==> src/hdl/obst_pkg.sv <==
// shared constants and types of the optimal bst solver
`timescale 1ns / 1ps
package obst_pkg;

   localparam int MAX_KEYS_DEF    = 32;
   localparam int WEIGHT_BITS_DEF = 16;
   localparam int KEY_BITS_DEF    = 32;

   localparam int COST_BITS = 32;
   localparam int ROOT_BITS = 6;

   localparam logic [1:0] ACT_LOAD_KEY = 2'd0;
   localparam logic [1:0] ACT_LOAD_GAP = 2'd1;
   localparam logic [1:0] ACT_SOLVE    = 2'd2;

   // tag that travels with one root candidate through the cost pipe
   typedef struct packed {
      logic                 valid;
      logic                 first;
      logic                 last;
      logic [ROOT_BITS-1:0] root;
   } cand_tag_type;

endpackage

==> src/hdl/obst_cand_pipe.sv <==
// root candidate pipe: subtree sums, saturated cost and running best
`timescale 1ns / 1ps
module obst_cand_pipe #(
   parameter int SW = 23
) (
   input  logic                           clock,
   input  logic                           reset,
   input  obst_pkg::cand_tag_type         tag_in,
   input  logic [SW-1:0]                  left_weight,
   input  logic [obst_pkg::COST_BITS-1:0] left_cost,
   input  logic [SW-1:0]                  right_weight,
   input  logic [obst_pkg::COST_BITS-1:0] right_cost,
   input  logic [SW-1:0]                  hit,
   output logic [SW-1:0]                  best_weight,
   output logic [obst_pkg::COST_BITS-1:0] best_cost,
   output logic [obst_pkg::ROOT_BITS-1:0] best_root,
   output logic                           done
);
   import obst_pkg::*;

   cand_tag_type         p1_tag_ff, p2_tag_ff;
   logic [SW-1:0]        p2_w_ff, p2_w_in;
   logic [COST_BITS:0]   p2_cs_ff, p2_cs_in;
   logic [COST_BITS+1:0] cand_sum;
   logic [COST_BITS-1:0] cand_cost;
   logic                 take;
   logic [SW-1:0]        best_w_ff;
   logic [COST_BITS-1:0] best_c_ff;
   logic [ROOT_BITS-1:0] best_r_ff;
   logic                 done_ff;

   // stage 1: memory words are here, add weights and child costs
   assign p2_w_in  = left_weight + right_weight + hit;
   assign p2_cs_in = {1'b0, left_cost} + {1'b0, right_cost};

   // stage 2: total cost with saturation, strict compare keeps smallest root
   assign cand_sum  = {1'b0, p2_cs_ff} + (COST_BITS+2)'(p2_w_ff);
   assign cand_cost = (cand_sum[COST_BITS+1:COST_BITS] != 2'b00) ? '1
                                                                  : cand_sum[COST_BITS-1:0];
   assign take      = p2_tag_ff.valid && (p2_tag_ff.first || (cand_cost < best_c_ff));

   always_ff @(posedge clock) begin
      if (reset) begin
         p1_tag_ff <= '0;
         p2_tag_ff <= '0;
         done_ff   <= 1'b0;
      end else begin
         p1_tag_ff <= tag_in;
         p2_tag_ff <= p1_tag_ff;
         done_ff   <= p2_tag_ff.valid && p2_tag_ff.last;
      end
   end

   always_ff @(posedge clock) begin
      p2_w_ff  <= p2_w_in;
      p2_cs_ff <= p2_cs_in;
      if (take) begin
         best_w_ff <= p2_w_ff;
         best_c_ff <= cand_cost;
         best_r_ff <= p2_tag_ff.root;
      end
   end

   assign best_weight = best_w_ff;
   assign best_cost   = best_c_ff;
   assign best_root   = best_r_ff;
   assign done        = done_ff;

endmodule

==> config.mk <==
export PLATFORM = sky130hd
export DESIGN_NAME = obst_cand_pipe
export DESIGN_NICKNAME = d
export VERILOG_FILES = /design/src/hdl/obst_pkg.sv /design/src/hdl/obst_cand_pipe.sv
export SDC_FILE = /design/constraint.sdc
export NUM_CORES = 1
export LEC_CHECK = 0
export ABC_AREA = 1
export CELL_PAD_IN_SITES_DETAIL_PLACEMENT = 0
export CELL_PAD_IN_SITES_GLOBAL_PLACEMENT = 1
export CORE_ASPECT_RATIO = 1.2
export CORE_MARGIN = 8
export CORE_UTILIZATION = 40
export DETAILED_ROUTE_END_ITERATION = 12
export DONT_BUFFER_PORTS = 1
export GPL_TIMING_DRIVEN = 0
export PLACE_DENSITY = 0.69
export SLEW_MARGIN = 40
export SYNTH_ARGS = -nofsm -noshare
export SYNTH_HDL_FRONTEND = slang
export SYNTH_SLANG_ARGS = --single-unit
==> constraint.sdc <==
create_clock -name clock -period 10.9 [get_ports clock]
set_input_delay 1.09 -clock clock [delete_from_list [all_inputs] [get_ports clock]]
set_output_delay 1.09 -clock clock [all_outputs]
set_load 0.01 [all_outputs]
# Yosys cells after proc, flatten, opt, wreduce, memory -nomap -nowiden
# Index checks and enable logic that the tools add are counted.
# word_totals
reg_bits	136
# classes
n_reduce_logical	4
magnitude_cmp	1
n_addsub	4
muxes	1
# ops
op	n
23-bit adder	2
33-bit by 23-bit adder with 34-bit output	1
32-bit by 32-bit adder with 33-bit output	1
32-bit less-than comparator	1
32-bit two-way mux	1
1-bit logical AND	2
2-bit nonzero test	1
1-bit logical OR	1

# Longest topological paths before layout
# Gate-level depths: netlist of run 1.
# logic_depth
depth_word	6
mapped_depth	28
mapped_depth_nobuf	26

# Least setup slack after synthesis of run 1
# OpenSTA, ideal clock, no wires.
# synth_timing
path_type	flip-flop to flip-flop
from	register p2_w_ff[0]
to	register best_c_ff[0], in the netlist best_cost[0], enable pin
t_arrival_ns	4.930
setup_slack_ns	5.530
stages_incl_launch_ff	24
setup_ns	0.440
path_buffers	1
synth_period_minus_slack_ns	5.370
path_cell_list	dfxtp_1 ha_1 fa_1 nand2_1 nand2_1 nand3_1 nand2_2 nand2_2 nand2_2 nand2_1 nand2_1 nand2_1 nand2_2 nor2_4 clkbuf_1 a21boi_0 o21ai_0 ha_1 a21oi_1 nand3b_1 a21oi_1 a2111oi_0 nand2_1 a21oi_2
# synth_between
elab_chain_len	6
# synth_lines
item	line_no	source
start: declaration	obst_cand_pipe.sv:22	logic [SW-1:0] p2_w_ff, p2_w_in;
start signal: assignment	obst_cand_pipe.sv:55	p2_w_ff <= p2_w_in;
33-bit by 23-bit adder with 34-bit output *	obst_cand_pipe.sv:37	assign cand_sum = {1'b0, p2_cs_ff} + (COST_BITS+2)'(p2_w_ff);
2-bit nonzero test	obst_cand_pipe.sv:38	assign cand_cost = (cand_sum[COST_BITS+1:COST_BITS] != 2'b00) ? '1
32-bit two-way mux *	obst_cand_pipe.sv:38	
net cand_cost[25]	obst_cand_pipe.sv:25	logic [COST_BITS-1:0] cand_cost;
32-bit less-than comparator *	obst_cand_pipe.sv:40	assign take = p2_tag_ff.valid && (p2_tag_ff.first || (cand_cost < best_c_ff));
1-bit logical OR *	obst_cand_pipe.sv:40	
1-bit logical AND *	obst_cand_pipe.sv:40	
net take	obst_cand_pipe.sv:26	logic take;
end signal: assignment	obst_cand_pipe.sv:59	best_c_ff <= cand_cost;
end: declaration	obst_cand_pipe.sv:28	logic [COST_BITS-1:0] best_c_ff;
# The timed path passes the listed nets; every way through them passes the cells marked *.
# A chain may end at the register's enable or synchronous reset.

# Worst setup path after layout of run 1
# layout_timing
from	register p2_w_ff[0]
to	register best_w_ff[10], in the netlist best_weight[10], enable pin
# layout_between
elab_chain_len	6
# layout_lines
item	line_no	source
33-bit by 23-bit adder with 34-bit output *	obst_cand_pipe.sv:37	
2-bit nonzero test	obst_cand_pipe.sv:38	
32-bit two-way mux *	obst_cand_pipe.sv:38	
net cand_cost[25]	obst_cand_pipe.sv:25	
32-bit less-than comparator *	obst_cand_pipe.sv:40	
1-bit logical OR *	obst_cand_pipe.sv:40	
1-bit logical AND *	obst_cand_pipe.sv:40	
net take	obst_cand_pipe.sv:26	
end signal: assignment	obst_cand_pipe.sv:58	best_w_ff <= p2_w_ff;
end: declaration	obst_cand_pipe.sv:27	logic [SW-1:0] best_w_ff;
# Marked as above.

==> results.cfg, run 1 <==
[status]
status = finished, final reports clean

[synth]
postSynthAreaPerCell_um2 = 8.90
synthCells = 992
yosysSeqAreaShare_pct = 37.7
yosysMostFrequentCell = nand2_1
synth_seq_cells = 136
synth.yosys.warnings = 0
synth_edf_count = 61
ys_types = 45
yosysTopAreaCellShare_pct = 20.7
synth_largest_area_cell = edfxtp_1
netlist_area_mm2 = 0.00883
synth_common_cells = nand2_1 (156), inv_1 (153), ha_1 (107)
synthTopCellsByArea = edfxtp_1 (21%), dfxtp_1 (17%), ha_1 (15%), nand2_1 (6.6%), inv_1 (6.5%)
syn_nets = 1268
synth_ff_type = dfxtp_1
ys_async_sr_fraction_pct = 0

[setup_path]
crit_type = reg2reg
cp.required_ns = 11.01
critPathLaunchType = register
end_kind = register
rr_startpoint = p2_w_ff[0]
crit_fanout = 16
critPathArrivalTime_ns = 5.53
cp-startpoint = p2_w_ff[0]

[clock_tree]
postCtsSetupRepairBufs = 0
cts-root-buf = clkbuf_16
clk_path_buf_depth = 2
cts_buffers = 17
clock-sinks = 136
clock_latency_ns = 0.42
tritoncts = done
ctsHoldBuffers = 0
ctsResizeCount = 0
htreeDepth = 4
clkTransAtPathRegs_ns = 0.06

[floorplan]
die_area_mm2 = 0.0271
die_y_um = 179
num_io_pins = 206
start_util_pct = 40.7
core_mm2 = 0.0217
placementRows = 59
chipWidth_um = 152

[placement]
place_area_mm2 = 0.00924
hpwl_um = 17900
gp_congestion = 0.879
pre_cts_slack_ns = 5.27
port_buffers = 0

[cells_and_area]
ff_latch_area_mm2 = 0.00333
area_growth_syn_to_layout_pct = 11.9
postLayoutCoreUtil_pct = 45.5
fin_nets = 1291
fin_area_mm2 = 0.00988
multi_input_area_mm2 = 0.00490
drive_gt1_share_pct = 7.98
num-fill-cells = 2178
diodes = 0

[detailed_routing]
dr.pass1.iters = 4
viasPerCell = 4.86
via_count = 6334
wire_per_inst_um = 16.1
drt-initial-drc-count = 184
wirelength_um = 21000
drc = 0
detail-route-antenna-nets = 0

[sta]
finalCritPeriodShare_pct = 49.7
max_freq_ghz = 0.185
rsz0062_at_grt = false
maxSlewViolCount = 0
fin_crit_ns = 5.42
finalClockSkew_ns = 0.00922
fin_tns_setup_ns = 0
setup_viol = 0
max_slew_margin_pct = 58.0
worst_pin_slew_ns = 0.614
hold_viol = 0
fin_ws_ns = 5.48

[global_routing]
grt_max_degree = 17
track_usage_pct = 15.9
grt_pass1_wl_um = 33800
grt_pass1_vias = 6702
grt-ovfl-total = 0
antenna_found_initial = 0

[power_and_ir_drop]
leakagePower_nw = 4.50
cellPowerDensity_mw_per_mm2 = 233
vdd_ir_drop_max_mv = 0.109

[worst_hold_path]
hold_path_class = reg2reg
min_from = p2_tag_ff[0]

[run]
drv_cap = 0
[worst max-delay path, stage by stage (launching register included)]
cell and delay [ns]:
dfxtp_1 0.31, ha_1 0.29, fa_1 0.41, nand2_1 0.11, nand2_1 0.08, nand3_1 0.11, nand2_2 0.10, nand2_2 0.07
nand2_2 0.07, nand2_1 0.08, nand2_1 0.05, nand2_1 0.06, nand2_2 0.07, nor2_4 0.18, clkbuf_1 0.44, a21boi_0 0.22
o21ai_0 0.17, ha_1 0.32, a21oi_1 0.12, nand3b_1 0.11, a21oi_1 0.07, a2111oi_0 0.56, nand2_1 0.21, a21oi_4 0.28
buf_8 0.22, buf_8 0.19, buf_8 0.20
[stage by stage]
step	hold WS [ns]	total power, mW	cells
finish	0.403	2.30	1302
global route	0.410	2.51	1302
CTS	0.403	2.33	1302
detailed placement	0.389	1.70	1270
global placement	0.386	1.69	1266
floorplan	0.386	1.47	992
[cells in the final DEF, fill, tap and decap left out, types with 7 or more instances in the layout]
| cell | count |
|---|---|
| o21ai_2 | 8 |
| xor2_1 | 37 |
| o21ai_0 | 29 |
| ha_1 | 107 |
| nor2_1 | 79 |
| dfxtp_1 | 75 |
| a31oi_1 | 11 |
| a21oi_1 | 84 |
| or2_2 | 10 |
| inv_1 | 153 |
| nand4_1 | 8 |
| fa_1 | 25 |
| nand2_1 | 156 |
| a21boi_2 | 7 |
| xnor2_1 | 22 |
| a21boi_0 | 11 |
| o21ai_1 | 13 |
| nand3_1 | 31 |
| edfxtp_1 | 61 |
| nor3_1 | 7 |
| clkbuf_16 | 17 |
[cells by family after synthesis]
kind of cell | share of synthesized area, %
AOI/OAI and AO/OA | 14.2
xor gates and xnor gates | 5.85
buffers and inverters | 6.81
and+or+nand+nor | 14.6
adders and majority gates | 20.8
DFF | 37.7
[where the power goes]
part	switching, mW	internal (mW)	leakage (nW)
clock	0.232	0.389	0.308
combinational	0.579	0.375	3.02
sequential	0.0653	0.659	1.18
[path summary, 6_finish.rpt]
check	end	slack (ns)	cells after the start
worst min-delay path	best_root[0]	0.40	0
worst max-delay path	best_weight[10]	5.48	26
worst min register to register	best_root[0]	0.40	0
worst max register to register	best_weight[10]	5.48	26
[layout make-up]
class | instances | area share, %
Timing Repair Buffer | 4 | 0.608
Inverter | 155 | 5.89
Buffer | 5 | 0.203
Multi-Input combinational cell | 696 | 49.6
Tap cell | 274 | 3.47
Clock inverter | 15 | 2.17
Clock buffer | 17 | 4.30
Sequential cell | 136 | 33.7
[per-layer routing]
| metal | GRT usage (%) | vias to the layer above | part of all wire (%) |
|---|---|---|---|
| met5 | 0 | - | 0 |
| met4 | 5.36 | 0 | 1.6 |
| met3 | 4.62 | 17 | 5.7 |
| met2 | 26.0 | 145 | 46 |
| met1 | 19.7 | 2806 | 46 |
| li1 | - | 3366 | - |
[registers in the layout, indices dropped and copies added, names as in the netlist]
register	cells
p2_cs_ff	33
p2_w_ff	23
best_cost	32
p2_tag_ff	9
best_weight	23
done	1
p1_tag_ff	9
best_root	6
No activity file was read; power rests on OpenSTA's default activity.
==> run 2, diff against run 1 <==
==> constraint.sdc (replaced) <==
create_clock -name clock -period 5.65 [get_ports clock]
set_input_delay 0.565 -clock clock [delete_from_list [all_inputs] [get_ports clock]]
set_output_delay 0.565 -clock clock [all_outputs]
set_load 0.01 [all_outputs]
==> run 2 against run 1 <==
Against the previous run:
- utilization is essentially flat
- register-to-register slack worse by 4.9 ns
- critical path depth down 2
- critical path type unchanged
- critical endpoint unchanged
- largest cell class unchanged
==> results.cfg, run 2 (same netlist as run 1, synthesis figures left out) <==
[clock_tree]
htreeDepth = 4
cts-root-buf = clkbuf_16
tritoncts = done
clock_latency_ns = 0.42
clk_path_buf_depth = 2
cts_buffers = 17
clkTransAtPathRegs_ns = 0.06
clock-sinks = 136

[sta]
worst_pin_slew_ns = 0.506
max_slew_margin_pct = 65.9
fin_crit_ns = 5.03
finalCritPeriodShare_pct = 89.0
finalClockSkew_ns = 0.00922
max_freq_ghz = 0.199
hold_viol = 0
rsz0062_at_grt = false
maxSlewViolCount = 0
setup_viol = 0

[floorplan]
core_mm2 = 0.0217
placementRows = 59
die_y_um = 179
start_util_pct = 40.7
die_area_mm2 = 0.0271
num_io_pins = 206
chipWidth_um = 152

[setup_path]
cp_slowest_cell = clkbuf_1
critical_path.top_delay_family = simple AND/OR/NAND/NOR gates
end_kind = register
crit_chain = ha_1, fa_1, nand2_1, nand2_1, nand3_1, nand2_2, nand2_2, nand2_2, nand2_1, nand2_1, nand2_1, nand2_2, nor2_4, clkbuf_1, nand3b_1, ha_1, a21oi_1, o21ai_0, a2111oi_2, nand2_1, a21oi_4, buf_8, buf_8, buf_8
max_stage_delay_ns = 0.44
critPathArrivalTime_ns = 5.14
crit_type = reg2reg
crit_fanout = 16
path_buf_inv = 4
cpMostUsedCell = nand2_1
critPathLaunchType = register
cp.required_ns = 5.76
worst-r2r-setup-slack_ns = 0.62

[global_routing]
antenna_found_initial = 0
track_usage_pct = 15.9
grt-ovfl-total = 0
grt_max_degree = 17
grt_pass1_wl_um = 33800
grt_pass1_vias = 6702

[cells_and_area]
diodes = 0
fin_nets = 1291
postLayoutCoreUtil_pct = 45.6
layout_commonest_cell = nand2_1
top_register = p2_cs_ff
largest_register_ffs = 33
drive_gt1_share_pct = 8.17
mostFrequentLayoutCells = nand2_1 (156), inv_1 (153), ha_1 (107)
area_growth_syn_to_layout_pct = 12.0

[power_and_ir_drop]
cellPowerDensity_mw_per_mm2 = 449
vdd_ir_drop_max_mv = 0.210
p_total_mw = 4.44
leakagePower_nw = 4.51

[placement]
gp_congestion = 0.879
port_buffers = 0
hpwl_um = 17900

[status]
status = finished, final reports clean

[detailed_routing]
wire_per_inst_um = 16.1
drt-initial-drc-count = 177
detail-route-antenna-nets = 0
via_count = 6336
dr.pass1.iters = 4
viasPerCell = 4.87
wirelength_um = 21000
drc = 0

[worst_hold_path]
hold_path_class = in2reg

[run]
drv_cap = 0
[run 2: cell types whose count changed in the layout (fill, tap and decap cells not counted)]
cell,before,now
a2111oi_0,3,2
a2111oi_2,0,1
clkbuf_1,3,2
clkbuf_2,0,1
[run 2: area by class of cell]
cell class	instances	area, um2
buffer	5	21.3
clock buffer	17	425
inverter	155	582
timing repair buffer	4	60.1
fill	2175	11800
multi-input combinational	696	4910
sequential	136	3330
tap	274	343
clock inverter	15	214
[run 2: timing repair]
action / CTS / global route
pin swaps: 0 / 0
resized for setup: 1 / 2
setup endpoints to repair: 16 / 16
hold buffers: 0 / 0
buffers inserted: 0 / 0
hold endpoints to repair: 0 / 0
[run 2: through the flow]
step / worst slack [ns] / TNS [ns] / std cells / hold slack [ns] / area (um2)
after detailed placement: 0.0186 / 0 / 1270 / 0.389 / 9240
after floorplan: 0.280 / 0 / 992 / 0.386 / 8830
final: 0.619 / 0 / 1302 / 0.252 / 9890
after CTS: 0.170 / 0 / 1302 / 0.230 / 9880
after global routing: 0.200 / 0 / 1302 / 0.237 / 9890
after global placement: -2.14 / -130.37 / 1266 / 0.386 / 9180
[run 2: path summary, 6_finish.rpt]
kind	start	cells past startpoint	endpoint
worst max-delay path	p2_w_ff[0]	24	best_weight[10]
worst min-delay path	tag_in[7]	2	p1_tag_ff[7]
worst max register to register	p2_w_ff[0]	24	best_weight[10]
worst min register to register	p2_tag_ff[0]	0	best_root[0]
[run 2: where the power goes]
part	total, mW	internal [mW]	leakage (nW)	switching, mW
Clock	1.20	0.750	0.308	0.447
Combinational	1.84	0.726	3.02	1.12
Sequential	1.40	1.27	1.18	0.126
[run 2: per-layer routing]
layer	GRT usage, %	vias to the layer above	part of all wire [%]
met5	0	-	0
met4	5.36	0	1.5
met3	4.62	16	5.8
met2	26.0	150	46
met1	19.7	2803	46
li1	-	3367	-
